===== src/hdl/periodic_date_time_session_table_unit_assert.svh =====
// Assertion macros for the periodic date-time session table unit.
// Expects clk and arst_n in the scope where a macro is used.
`ifndef PERIODIC_DATE_TIME_SESSION_TABLE_UNIT_ASSERT_SVH
`define PERIODIC_DATE_TIME_SESSION_TABLE_UNIT_ASSERT_SVH

// Condition implies consequence in the same cycle.
`define PDTST_ASSERT_IMPL(lbl, cond, cons) \
	lbl: assert property (@(posedge clk) disable iff (!arst_n) (cond) |-> (cons)) \
		else $error("pdtst: assertion failed");

// Condition implies consequence in the following cycle.
`define PDTST_ASSERT_NEXT(lbl, cond, cons) \
	lbl: assert property (@(posedge clk) disable iff (!arst_n) (cond) |=> (cons)) \
		else $error("pdtst: assertion failed");

`endif


===== src/hdl/pdtst_pkg.sv =====
// Shared types, codes and helpers for the periodic date-time session table.
// No dependencies; used by every module of the block.
`default_nettype none

package pdtst_pkg;

	localparam int SESSIONS = 8;
	localparam int SLOT_W   = (SESSIONS > 1) ? $clog2(SESSIONS) : 1;
	localparam int MAX_OUT  = 8;
	localparam int CNT_W    = $clog2(MAX_OUT + 1);

	localparam logic [15:0] TPS_RESET = 16'd1000;

	// function codes
	localparam logic [2:0] FN_OPEN    = 3'd0;
	localparam logic [2:0] FN_CLOSE   = 3'd1;
	localparam logic [2:0] FN_ENQUIRY = 3'd2;
	localparam logic [2:0] FN_UNKNOWN = 3'd3;
	localparam logic [2:0] FN_POLL    = 3'd4;

	// status codes
	localparam logic [1:0] STAT_OK         = 2'd0;
	localparam logic [1:0] STAT_FULL       = 2'd1;
	localparam logic [1:0] STAT_NO_SESSION = 2'd2;
	localparam logic [1:0] STAT_BAD_TAG    = 2'd3;

	// result kinds
	localparam logic KIND_TIME   = 1'b0;
	localparam logic KIND_STATUS = 1'b1;

	typedef struct packed {
		logic [15:0] num;
		logic [7:0]  ivl;
		logic [7:0]  elapsed;
		logic [31:0] prev;
	} slot_t;

	typedef struct packed {
		logic              en;
		logic [SLOT_W-1:0] idx;
		slot_t             ent;
	} tbl_wr_t;

	typedef struct packed {
		logic busy;
		logic done;
	} div_status_t;

	typedef struct packed {
		logic        kind;
		logic [1:0]  status;
		logic [15:0] session;
		logic [15:0] mjd;
		logic [5:0]  hour_bcd;
		logic [6:0]  minute_bcd;
		logic [6:0]  second_bcd;
		logic        last;
	} res_t;

	// two BCD digits of a value below 64
	function automatic logic [6:0] to_bcd(input logic [5:0] v);
		logic [2:0] t;
		logic [5:0] r;
		if (v >= 6'd60) begin
			t = 3'd6; r = v - 6'd60;
		end else if (v >= 6'd50) begin
			t = 3'd5; r = v - 6'd50;
		end else if (v >= 6'd40) begin
			t = 3'd4; r = v - 6'd40;
		end else if (v >= 6'd30) begin
			t = 3'd3; r = v - 6'd30;
		end else if (v >= 6'd20) begin
			t = 3'd2; r = v - 6'd20;
		end else if (v >= 6'd10) begin
			t = 3'd1; r = v - 6'd10;
		end else begin
			t = 3'd0; r = v;
		end
		return {t, r[3:0]};
	endfunction

	function automatic res_t mk_status(input logic [1:0] st, input logic [15:0] sess);
		res_t r;
		r            = '0;
		r.kind       = KIND_STATUS;
		r.status     = st;
		r.session    = sess;
		return r;
	endfunction

	function automatic res_t mk_reply(input logic [15:0] sess, input logic [15:0] mjd,
			input logic [4:0] hr, input logic [5:0] mn, input logic [5:0] sc);
		res_t       r;
		logic [6:0] hb;
		r            = '0;
		hb           = to_bcd({1'b0, hr});
		r.kind       = KIND_TIME;
		r.status     = STAT_OK;
		r.session    = sess;
		r.mjd        = mjd;
		r.hour_bcd   = hb[5:0];
		r.minute_bcd = to_bcd(mn);
		r.second_bcd = to_bcd(sc);
		return r;
	endfunction

endpackage

`default_nettype wire


===== src/hdl/pdtst_div.sv =====
// Serial restoring divider, 32-bit dividend by 16-bit divisor, one bit a cycle.
// Depends on pdtst_pkg for the status struct.
`default_nettype none

module pdtst_div (
	input  wire                      clk,
	input  wire                      arst_n,
	input  wire                      start,
	input  wire [31:0]               dividend,
	input  wire [15:0]               divisor,
	output pdtst_pkg::div_status_t   status,
	output logic [31:0]              quotient,
	output logic [15:0]              remainder
);

	logic        busy_q;
	logic        done_q;
	logic [4:0]  cnt_q;
	logic [31:0] q_q;
	logic [15:0] r_q;
	logic [15:0] d_q;
	logic [16:0] trial;
	logic        fits;

	assign trial = {r_q, q_q[31]};
	assign fits  = trial >= {1'b0, d_q};

	always_ff @(posedge clk or negedge arst_n) begin
		if (!arst_n) begin
			busy_q <= 1'b0;
			done_q <= 1'b0;
			cnt_q  <= '0;
		end else begin
			done_q <= 1'b0;
			if (start) begin
				busy_q <= 1'b1;
				cnt_q  <= '0;
			end else if (busy_q) begin
				cnt_q <= cnt_q + 5'd1;
				if (cnt_q == 5'd31) begin
					busy_q <= 1'b0;
					done_q <= 1'b1;
				end
			end
		end
	end

	always_ff @(posedge clk) begin
		if (start) begin
			q_q <= dividend;
			r_q <= '0;
			d_q <= divisor;
		end else if (busy_q) begin
			q_q <= {q_q[30:0], fits};
			r_q <= fits ? 16'(trial - {1'b0, d_q}) : trial[15:0];
		end
	end

	assign status.busy = busy_q;
	assign status.done = done_q;
	assign quotient    = q_q;
	assign remainder   = r_q;

endmodule

`default_nettype wire


===== src/hdl/pdtst_table.sv =====
// Session table: one slot record per session, one read and one write port.
// Depends on pdtst_pkg for slot and write-request types.
`default_nettype none

module pdtst_table (
	input  wire                               clk,
	input  wire                               arst_n,
	input  wire [pdtst_pkg::SLOT_W-1:0]       rd_idx,
	output pdtst_pkg::slot_t                  rd_ent,
	input  pdtst_pkg::tbl_wr_t                wr
);

	pdtst_pkg::slot_t slots_q [pdtst_pkg::SESSIONS];

	always_ff @(posedge clk or negedge arst_n) begin
		if (!arst_n) begin
			for (int i = 0; i < pdtst_pkg::SESSIONS; i++) begin
				slots_q[i] <= '0;
			end
		end else if (wr.en) begin
			slots_q[wr.idx] <= wr.ent;
		end
	end

	assign rd_ent = slots_q[rd_idx];

endmodule

`default_nettype wire


===== src/hdl/periodic_date_time_session_table_unit.sv =====
// Top level of the periodic date-time session table: sequencer, config register, output register.
// Depends on pdtst_pkg, pdtst_table, pdtst_div and the assertion macro header.
//
// Use:
//   s_axis carries one command per transaction (tuser = function code). The unit takes
//   a command only when idle and then walks the session table one slot per cycle
//   unless a poll waits on the divider or on the receiver. Open, close and enquiry
//   give exactly one result. A timer poll with valid time runs the shared serial
//   divider for every scheduled slot; it yields zero to MAX_OUT replies, tlast on
//   the final one. A poll with invalid time, or one that fires nothing, yields no
//   transaction. Results leave through a single output register on m_axis. While
//   the receiver stalls, the sequencer holds at its next result; a new command may
//   still be taken once the previous one has handed over its last result.
//   apb writes ticks_per_second at address 0; it must only be written while idle.
//   Reset (arst_n low) clears every slot, sets ticks_per_second to 1000 and empties
//   the output register.
`default_nettype none
`include "periodic_date_time_session_table_unit_assert.svh"

module periodic_date_time_session_table_unit (
	input  wire         clk,
	input  wire         arst_n,
	// input stream
	input  wire         s_axis_tvalid,
	output logic        s_axis_tready,
	input  wire  [95:0] s_axis_tdata,  // session, interval, now_tick, time_valid, mjd, hour,
	                                   // minute, second, zero pad
	input  wire  [2:0]  s_axis_tuser,  // func
	// result stream
	output logic        m_axis_tvalid,
	input  wire         m_axis_tready,
	output logic [55:0] m_axis_tdata,  // status, reply_session, reply_mjd, hour_bcd,
	                                   // minute_bcd, second_bcd, zero pad
	output logic        m_axis_tuser,  // kind
	output logic        m_axis_tlast,
	// configuration
	input  wire         psel,
	input  wire         penable,
	input  wire         pwrite,
	input  wire  [2:0]  paddr,
	input  wire  [31:0] pwdata,
	output logic [31:0] prdata,
	output logic        pready
);

	localparam int SLOT_W = pdtst_pkg::SLOT_W;
	localparam int CNT_W  = pdtst_pkg::CNT_W;

	localparam logic [2:0] ST_IDLE = 3'd0;
	localparam logic [2:0] ST_SCAN = 3'd1;
	localparam logic [2:0] ST_DIV  = 3'd2;
	localparam logic [2:0] ST_UPD  = 3'd3;
	localparam logic [2:0] ST_FIN  = 3'd4;

	// unpacked input fields
	logic [2:0]  in_func;
	logic [15:0] in_sess;
	logic        in_valid;
	assign in_func  = s_axis_tuser;
	assign in_sess  = s_axis_tdata[15:0];
	assign in_valid = s_axis_tdata[56];

	// configuration register
	logic [15:0] tps_q;
	logic [15:0] rate;

	always_ff @(posedge clk or negedge arst_n) begin
		if (!arst_n) begin
			tps_q <= pdtst_pkg::TPS_RESET;
		end else if (psel && penable && pwrite && pready && !paddr[2]) begin
			tps_q <= pwdata[15:0];
		end
	end

	assign pready = 1'b1;
	assign prdata = paddr[2] ? 32'd0 : {16'd0, tps_q};
	assign rate   = (tps_q == 16'd0) ? 16'd1 : tps_q;

	// held command
	logic [2:0]  func_q;
	logic [15:0] sess_q;
	logic [7:0]  ivl_q;
	logic [31:0] now_q;
	logic        valid_q;
	logic [15:0] mjd_q;
	logic [4:0]  hr_q;
	logic [5:0]  mn_q;
	logic [5:0]  sc_q;

	// sequencer
	logic [2:0]        state_q, state_d;
	logic [SLOT_W-1:0] slot_q, slot_d;
	logic [CNT_W-1:0]  cnt_q, cnt_d;
	pdtst_pkg::res_t   pend_q, pend_d;
	logic              pend_v_q, pend_v_d;
	pdtst_pkg::res_t   out_q, out_d;
	logic              out_valid_q;
	logic              out_load;
	logic              out_free;
	logic              item_load;

	pdtst_pkg::slot_t      ent;
	pdtst_pkg::tbl_wr_t    tbl_wr;
	logic                  div_start;
	pdtst_pkg::div_status_t div_st;
	logic [31:0]           quo;
	logic [15:0]           rem;

	logic        last_slot;
	logic        is_match;
	logic [7:0]  e_sum;
	logic        hit;
	logic [7:0]  e_new;

	pdtst_table u_table (
		.clk    (clk),
		.arst_n (arst_n),
		.rd_idx (slot_q),
		.rd_ent (ent),
		.wr     (tbl_wr)
	);

	pdtst_div u_div (
		.clk       (clk),
		.arst_n    (arst_n),
		.start     (div_start),
		.dividend  (now_q - ent.prev),
		.divisor   (rate),
		.status    (div_st),
		.quotient  (quo),
		.remainder (rem)
	);

	assign out_free  = !out_valid_q || m_axis_tready;
	assign last_slot = (slot_q == SLOT_W'(pdtst_pkg::SESSIONS - 1));
	assign is_match  = (ent.num == sess_q);
	assign e_sum     = ent.elapsed + quo[7:0];
	assign hit       = (e_sum >= ent.ivl);
	assign e_new     = hit ? (e_sum - ent.ivl) : e_sum;

	assign s_axis_tready = (state_q == ST_IDLE);

	always_comb begin
		state_d   = state_q;
		slot_d    = slot_q;
		cnt_d     = cnt_q;
		pend_d    = pend_q;
		pend_v_d  = pend_v_q;
		out_load  = 1'b0;
		out_d     = pend_q;
		item_load = 1'b0;
		div_start = 1'b0;
		tbl_wr    = '0;
		tbl_wr.idx = slot_q;

		case (state_q)
			ST_IDLE: begin
				if (s_axis_tvalid) begin
					item_load = 1'b1;
					slot_d    = '0;
					cnt_d     = '0;
					case (in_func)
						pdtst_pkg::FN_OPEN, pdtst_pkg::FN_CLOSE, pdtst_pkg::FN_ENQUIRY: begin
							if (in_sess == 16'd0) begin
								pend_d   = pdtst_pkg::mk_status(pdtst_pkg::STAT_NO_SESSION, 16'd0);
								pend_v_d = 1'b1;
								state_d  = ST_FIN;
							end else begin
								state_d = ST_SCAN;
							end
						end
						pdtst_pkg::FN_POLL: begin
							if (in_valid) begin
								state_d = ST_SCAN;
							end
						end
						default: begin
							pend_d   = pdtst_pkg::mk_status(pdtst_pkg::STAT_BAD_TAG, in_sess);
							pend_v_d = 1'b1;
							state_d  = ST_FIN;
						end
					endcase
				end
			end

			ST_SCAN: begin
				case (func_q)
					pdtst_pkg::FN_OPEN: begin
						if (ent.num == 16'd0) begin
							tbl_wr.en      = 1'b1;
							tbl_wr.ent     = '0;
							tbl_wr.ent.num = sess_q;
							pend_d   = pdtst_pkg::mk_status(pdtst_pkg::STAT_OK, sess_q);
							pend_v_d = 1'b1;
							state_d  = ST_FIN;
						end else if (last_slot) begin
							pend_d   = pdtst_pkg::mk_status(pdtst_pkg::STAT_FULL, sess_q);
							pend_v_d = 1'b1;
							state_d  = ST_FIN;
						end else begin
							slot_d = slot_q + SLOT_W'(1);
						end
					end
					pdtst_pkg::FN_CLOSE: begin
						if (is_match) begin
							tbl_wr.en  = 1'b1;
							tbl_wr.ent = '0;
							pend_d   = pdtst_pkg::mk_status(pdtst_pkg::STAT_OK, sess_q);
							pend_v_d = 1'b1;
							state_d  = ST_FIN;
						end else if (last_slot) begin
							pend_d   = pdtst_pkg::mk_status(pdtst_pkg::STAT_NO_SESSION, sess_q);
							pend_v_d = 1'b1;
							state_d  = ST_FIN;
						end else begin
							slot_d = slot_q + SLOT_W'(1);
						end
					end
					pdtst_pkg::FN_ENQUIRY: begin
						if (is_match) begin
							// restart the schedule; interval 0 leaves it stopped
							tbl_wr.en          = 1'b1;
							tbl_wr.ent.num     = ent.num;
							tbl_wr.ent.ivl     = ivl_q;
							tbl_wr.ent.elapsed = 8'd0;
							tbl_wr.ent.prev    = (ivl_q != 8'd0) ? now_q : 32'd0;
							if (valid_q) begin
								pend_d = pdtst_pkg::mk_reply(sess_q, mjd_q, hr_q, mn_q, sc_q);
							end else begin
								pend_d = pdtst_pkg::mk_reply(sess_q, 16'd0, 5'd0, 6'd0, 6'd0);
							end
							pend_v_d = 1'b1;
							state_d  = ST_FIN;
						end else if (last_slot) begin
							pend_d   = pdtst_pkg::mk_status(pdtst_pkg::STAT_NO_SESSION, sess_q);
							pend_v_d = 1'b1;
							state_d  = ST_FIN;
						end else begin
							slot_d = slot_q + SLOT_W'(1);
						end
					end
					pdtst_pkg::FN_POLL: begin
						if (ent.num != 16'd0 && ent.ivl != 8'd0) begin
							div_start = 1'b1;
							state_d   = ST_DIV;
						end else if (last_slot) begin
							state_d = ST_FIN;
						end else begin
							slot_d = slot_q + SLOT_W'(1);
						end
					end
					default: begin
						state_d = ST_FIN;
					end
				endcase
			end

			ST_DIV: begin
				if (div_st.done) begin
					state_d = ST_UPD;
				end
			end

			ST_UPD: begin
				if (quo == 32'd0) begin
					state_d = last_slot ? ST_FIN : ST_SCAN;
					slot_d  = last_slot ? slot_q : slot_q + SLOT_W'(1);
				end else if (!(hit && pend_v_q && !out_free)) begin
					// prev advances by whole seconds: now minus the leftover ticks
					tbl_wr.en          = 1'b1;
					tbl_wr.ent.num     = ent.num;
					tbl_wr.ent.ivl     = ent.ivl;
					tbl_wr.ent.elapsed = e_new;
					tbl_wr.ent.prev    = now_q - {16'd0, rem};
					if (hit) begin
						if (pend_v_q) begin
							out_load   = 1'b1;
							out_d      = pend_q;
							out_d.last = 1'b0;
						end
						pend_d   = pdtst_pkg::mk_reply(ent.num, mjd_q, hr_q, mn_q, sc_q);
						pend_v_d = 1'b1;
						cnt_d    = cnt_q + CNT_W'(1);
					end
					if (last_slot || (hit && (cnt_q + CNT_W'(1) == CNT_W'(pdtst_pkg::MAX_OUT))))
					begin
						state_d = ST_FIN;
					end else begin
						state_d = ST_SCAN;
						slot_d  = slot_q + SLOT_W'(1);
					end
				end
			end

			ST_FIN: begin
				if (!pend_v_q) begin
					state_d = ST_IDLE;
				end else if (out_free) begin
					out_load   = 1'b1;
					out_d      = pend_q;
					out_d.last = 1'b1;
					pend_v_d   = 1'b0;
					state_d    = ST_IDLE;
				end
			end

			default: begin
				state_d = ST_IDLE;
			end
		endcase
	end

	always_ff @(posedge clk or negedge arst_n) begin
		if (!arst_n) begin
			state_q     <= ST_IDLE;
			slot_q      <= '0;
			cnt_q       <= '0;
			pend_v_q    <= 1'b0;
			out_valid_q <= 1'b0;
		end else begin
			state_q  <= state_d;
			slot_q   <= slot_d;
			cnt_q    <= cnt_d;
			pend_v_q <= pend_v_d;
			if (out_load) begin
				out_valid_q <= 1'b1;
			end else if (m_axis_tready) begin
				out_valid_q <= 1'b0;
			end
		end
	end

	always_ff @(posedge clk) begin
		pend_q <= pend_d;
		if (out_load) begin
			out_q <= out_d;
		end
		if (item_load) begin
			func_q  <= in_func;
			sess_q  <= in_sess;
			ivl_q   <= s_axis_tdata[23:16];
			now_q   <= s_axis_tdata[55:24];
			valid_q <= in_valid;
			mjd_q   <= s_axis_tdata[72:57];
			hr_q    <= s_axis_tdata[77:73];
			mn_q    <= s_axis_tdata[83:78];
			sc_q    <= s_axis_tdata[89:84];
		end
	end

	assign m_axis_tvalid = out_valid_q;
	assign m_axis_tuser  = out_q.kind;
	assign m_axis_tlast  = out_q.last;
	assign m_axis_tdata  = {2'b00, out_q.second_bcd, out_q.minute_bcd, out_q.hour_bcd,
	                        out_q.mjd, out_q.session, out_q.status};

	// the divider only runs while the sequencer waits on it
	`PDTST_ASSERT_IMPL(a_div_owned, div_st.busy, state_q == ST_DIV)
	// a result never overwrites one the receiver has not taken
	`PDTST_ASSERT_IMPL(a_out_no_overrun, out_load, !out_valid_q || m_axis_tready)
	// a poll never goes beyond its reply limit
	`PDTST_ASSERT_IMPL(a_cnt_limit, state_q != ST_IDLE, cnt_q <= CNT_W'(pdtst_pkg::MAX_OUT))
	// a held result is always flushed before the next command is taken
	`PDTST_ASSERT_NEXT(a_fin_flush, state_q == ST_FIN && out_free, !pend_v_q)

endmodule

`default_nettype wire

===== config.mk =====
export PLATFORM = sky130hd
export DESIGN_NAME = periodic_date_time_session_table_unit
export DESIGN_NICKNAME = d
export VERILOG_FILES = /design/src/hdl/pdtst_pkg.sv /design/src/hdl/pdtst_div.sv /design/src/hdl/pdtst_table.sv /design/src/hdl/periodic_date_time_session_table_unit.sv
export VERILOG_INCLUDE_DIRS = /design/src /design/src/hdl
export SDC_FILE = /design/constraint.sdc
export NUM_CORES = 2
export LEC_CHECK = 0
export BUFFER_PORTS_ARGS = -buffer_cell sky130_fd_sc_hd__buf_2
export CORE_MARGIN = 8
export CORE_UTILIZATION = 50
export CTS_CLUSTER_SIZE = 40
export DETAILED_ROUTE_END_ITERATION = 6
export PLACE_DENSITY = 0.79
export SLEW_MARGIN = 10
export SYNTH_ARGS = -nofsm -noshare
export SYNTH_HDL_FRONTEND = slang
export SYNTH_HIERARCHICAL = 1
export SYNTH_SLANG_ARGS = --single-unit

===== constraint.sdc =====
create_clock -name clk -period 8.45 [get_ports clk]
set_input_delay 0 -clock clk [delete_from_list [all_inputs] [get_ports clk]]
set_output_delay 0 -clock clk [all_outputs]
set_load 0.05 [all_outputs]

# [After elaboration in Yosys (flattened, before gate mapping)]
# Index checks and enable logic that the tools add are counted.
# W data, S select, Z words.
[op_classes] n_lt_le_gt_ge=22 addsub=26 n_shift=0 n_div=0 reduce_logical=35 n_eq_ne=32 n_bitwise=1 n_mux=148 n_mul=0
[op_table] op="$mux W56" n=10
[op_table] op="$bwmux W512" n=1
[op_table] op="$mux W64" n=7
[op_table] op="$pmux W56 S3" n=2
[op_table] op="$pmux W64 S2" n=2
[op_table] op="$bmux W64 S3" n=1
[op_table] op="$demux W64 S3" n=1
[op_table] op="$pmux W56 S2" n=1
[op_table] op="$mux W32" n=3
[op_table] op="$mux W3" n=30
[op_table] op="$mux W4" n=22
[op_table] op="$logic_not A16 Y1" n=3
[op_table] op="$sub A4 B4 Y4 const B" n=12
[op_table] op="$mux W1" n=42
[op_table] op="$mux W37" n=1
[op_table] op="$ge A6 B6 Y1 const B" n=6
[op_table] op="$logic_not A32 Y1" n=1
[op_table] op="$mux W16" n=2
[op_table] op="$sub A32 B16 Y32" n=1
[op_table] op="$sub A32 B32 Y32" n=1
[op_table] op="$pmux W3 S3" n=3
[op_table] op="$ge A6 B5 Y1 const B" n=4
[op_table] op="$ne A3 B3 Y1 const B" n=8
[op_table] op="$ge A5 B6 Y1 const B" n=3
[op_table] op="50 further kinds" n=97
[word_totals] latchBits=0 reg_bits=816 output_inout_bits=93 rom_bits=0 mem_count=0 inputBits=141 mem_bits_rw=0

# [Depth between registers and ports, before layout]
[logic_depth] ltp_word=12 mapped_depth=23 depth_no_buf=18

# [Hierarchy]
# Netlist, hierarchy kept.
[modules_own_cells] module="pdtst_table" seq_area_each_um2=12812.3 cells_each=1314 instances=1 area_each_um2=22779.3
[modules_own_cells] module="periodic_date_time_session_table_unit" seq_area_each_um2=6864.1 cells_each=1372 instances=1 area_each_um2=14477.6
[modules_own_cells] module="pdtst_div" seq_area_each_um2=1936.9 cells_each=353 instances=1 area_each_um2=3912.5

# [Worst setup path before layout]
# No wires, ideal clock.
[synth_path] path_kind="reg2reg" start="register slot_q[0]" end="register pend_q[0] (netlist bit), enable pin" period_less_slack_ns=9.133 arrival_ns=8.563 path_buffers=2 required_ns=7.880 stages_incl_launch_ff=19 slack_ns=-0.683 cell_sequence="dfrtp_1 > buf_4 > buf_6 > mux4_2 > mux2_2 > ha_1 > fa_1 > a21o_1 > a21oi_1 > o21bai_1 > a21oi_1 > xnor2_1 > ha_1 > nand2_1 > nor3_1 > o31ai_4 > a21oi_1 > o221ai_1 > a311oi_1"
[synth_lines] item="start, declared" line="periodic_date_time_session_table_unit.sv:92" text="logic [SLOT_W-1:0] slot_q, slot_d;"
[synth_lines] item="start signal, assigned" line="periodic_date_time_session_table_unit.sv:322" text="slot_q <= slot_d;"
[synth_lines] item="end signal, assigned" line="periodic_date_time_session_table_unit.sv:334" text="pend_q <= pend_d;"
[synth_lines] item="end, declared" line="periodic_date_time_session_table_unit.sv:94" text="pdtst_pkg::res_t pend_q, pend_d;"

==> flow_metrics.env <==
export IMPL_final_max_slew_violation_count=0
export IMPL_grt_max_degree=203
export IMPL_cts_tree="done"
export IMPL_post_route_min_period_ns=7.00
export IMPL_drc=0
export IMPL_vias_per_cell=5.98
export IMPL_cp_max_fo=31
export IMPL_cts_buffers=85
export IMPL_p_leak_uw=0.0205
export IMPL_rows=105
export IMPL_cts_path_max_buffers=3
export IMPL_synth_warnings=6
export IMPL_first_iter_violations=2080
export IMPL_dp_hpwl_um=60800
export IMPL_final_fill_count=6281
export IMPL_grt_setup_unrepaired="no"
export IMPL_die_area_um2=91800
export IMPL_grt_usage_pct=20.8
export IMPL_wl_per_cell_um=21.7
export IMPL_htree_levels=3
export IMPL_die_width_um=303
export IMPL_worstSetupStartpointType="register"
export IMPL_dr_pass1_iters=6
export IMPL_worstPathCellList="buf_4, mux4_2, mux2_2, ha_1, a21oi_1, nor2b_1, o21a_1, nor2_1, xnor2_1, ha_1, o21ai_0, a21oi_1, o31ai_4, nand2_2, a21oi_2, or3b_1, nand4_1, buf_12, mux2_2"
export IMPL_r2r_start="slot_q[2]$_DFFE_PN0P_"
export IMPL_timing_fmax_mhz=143
export IMPL_ant_nets=0
export IMPL_critPathKind="register to register"
export IMPL_status="finished clean"
export IMPL_cts_resized=0
export IMPL_slowest_delay_ns=1.00
export IMPL_start_util_pct=50.3
export IMPL_reg2reg_depth=19
export IMPL_final_nets=3555
export IMPL_grt_pass1_vias=27000
export IMPL_slew_headroom_pct=16.9
export IMPL_fin_skew_ns=0.0400
export IMPL_numPortBuffers=190
export IMPL_worstMarginPinSlew_ns=1.24
export IMPL_timing_max_cap_violations=0
export IMPL_finalHoldViolCount=0
export IMPL_grt_overflow_total=0
export IMPL_netlist_area_um2=41200
export IMPL_r2r_setup_slack_ns=1.45
export IMPL_fin_total_pwr_uw=13700
export IMPL_syn_to_final_growth_pct=14.4
export IMPL_boundaryPins=234
export IMPL_routed_wirelength_um=96500
export IMPL_antenna_found_initial=0
export IMPL_final_layout_size_suffix_gt1_share_pct=35.1
export IMPL_grt_pass1_wl_um=153000
export IMPL_slowest_stage="nand4_1"
export IMPL_hold_class="primary input to register"
export IMPL_num_vias=26600
export IMPL_avgSynthCellArea_um2=13.5
export IMPL_crit_end="u_table/slots_q[17]$_DFFE_PN0P_"
export IMPL_critPathRequiredTime_ns=8.97
export IMPL_netlist_instances=3038
export IMPL_crit_start="slot_q[2]$_DFFE_PN0P_"
export IMPL_antenna_cells=0
export IMPL_root_buffer="clkbuf_16"
export IMPL_r2r_end="u_table/slots_q[17]$_DFFE_PN0P_"
export IMPL_setup_viol=0
export IMPL_clkTransAtPathRegs_ns=0.07
export IMPL_die_h_um=303
export IMPL_critPathCaptureType="register"
export IMPL_fin_crit_sh_pct=82.8
export IMPL_core_um2=81800
export IMPL_power_density_nw_per_um2=292
export IMPL_clk_latency_ns=0.67
export IMPL_cts_sinks=816
export IMPL_fin_setup_tns_ns=0
export IMPL_critical_path_arrival_ns=7.52
export IMPL_ir_drop_mv=0.273
export IMPL_place_gp_congestion=0.876
-- power breakdown --
group / internal (uW) / switching [uW] / leakage (uW) / total (uW)
logic: 1920 / 2800 / 0.00911 / 4710
registers: 4740 / 434 / 0.0100 / 5170
clock network: 2230 / 1630 / 0.00141 / 3860
-- metal layers --
metal	share of wire, %	wire [um]	up-vias	GRT usage [%]
li1	-	-	11900	-
met1	43	41800	13600	28.5
met2	48	46400	878	34.1
met3	6.2	5950	188	3.77
met4	2.5	2380	0	5.97
met5	0	0	-	0
-- placed cells by master (no fill, tap or decap), drive strengths merged, types with 17 or more instances in the layout --
| cell | instances |
|---|---|
| mux2 | 626 |
| dfrtp | 541 |
| edfxtp | 253 |
| buf | 230 |
| nand2 | 133 |
| mux4 | 128 |
| inv | 127 |
| o21ai | 117 |
| dlygate4sd3 | 113 |
| clkbuf | 106 |
| ha | 103 |
| nor2 | 102 |
| a21oi | 94 |
| xnor2 | 58 |
| a22o | 40 |
| a21o | 35 |
| nor2b | 34 |
| clkinv | 33 |
| nor3 | 32 |
| nor4 | 29 |
| mux2i | 28 |
| nand2b | 25 |
| xor2 | 24 |
| nand3 | 24 |
| a22oi | 22 |
| a31oi | 21 |
| conb | 19 |
| o31ai | 17 |
-- timing repair --
item	CTS	global route
hold buffers	114	0
endpoints found under the hold margin	221	0
setup buffers	0	0
-- sequential cells by signal, indices dropped and copies added (netlist names), 4 cells and up --
signal	count
hr_q	5
sc_q	6
sess_q	16
cnt_q	4
m_axis_tdata	54
u_div/cnt_q	5
ivl_q	8
mjd_q	16
u_div/remainder	16
tps_q	16
u_div/d_q	16
pend_q	56
now_q	32
mn_q	6
u_div/quotient	32
u_table/slots_q	512
-- stage by stage --
step	hold slack (ns)	setup WS, ns	area [um^2]	cells	utilization [%]
2_1_floorplan	-0.296	1.27	41200	3055	-
3_3_place_gp	0.0610	1.70	43000	4175	52.5
3_5_place_dp	0.0586	1.62	43000	4175	52.5
4_1_cts	0.0152	1.54	47100	4448	57.5
5_1_grt	0.0361	1.15	47100	4448	57.5
6_report	0.0448	1.45	47100	4448	57.5
-- worst min path at each step --
stage	start	endpoint	slack, ns	cells after the start
finish	s_axis_tdata[71]	mjd_q[14]$_DFFE_PP_	0.04	2
global route	s_axis_tdata[79]	mn_q[1]$_DFFE_PP_	0.04	2
CTS	s_axis_tdata[83]	mn_q[5]$_DFFE_PP_	0.02	2
detailed placement	arst_n	u_table/slots_q[453]$_DFFE_PN0P_	0.06	1
global placement	arst_n	u_table/slots_q[453]$_DFFE_PN0P_	0.06	1
floorplan	arst_n	cnt_q[0]$_DFFE_PN0P_	-0.30	0
-- cell type report --
cell class | instances | area (um^2) | area share [%]
sequential | 816 | 21600 | 45.9
multi-input combinational | 1936 | 18200 | 38.6
timing repair buffer | 343 | 2550 | 5.42
clock buffer | 106 | 2280 | 4.84
tap | 1070 | 1340 | 2.84
clock inverter | 53 | 651 | 1.38
inverter | 124 | 468 | 0.994
-- critical path, delay by kind of cell, from the launching register on --
family                   cells  cell delay, ns
AO/OA/AOI/OAI                6            1.28
XOR/XNOR                     1            0.19
adder cells (fa/ha/maj)      2            0.68
buffers and inverters        2            1.09
flip-flops                   1            0.76
multiplexers                 3            0.96
AND/OR/NAND/NOR              5            1.79
Power figures use the tool's default switching activity.
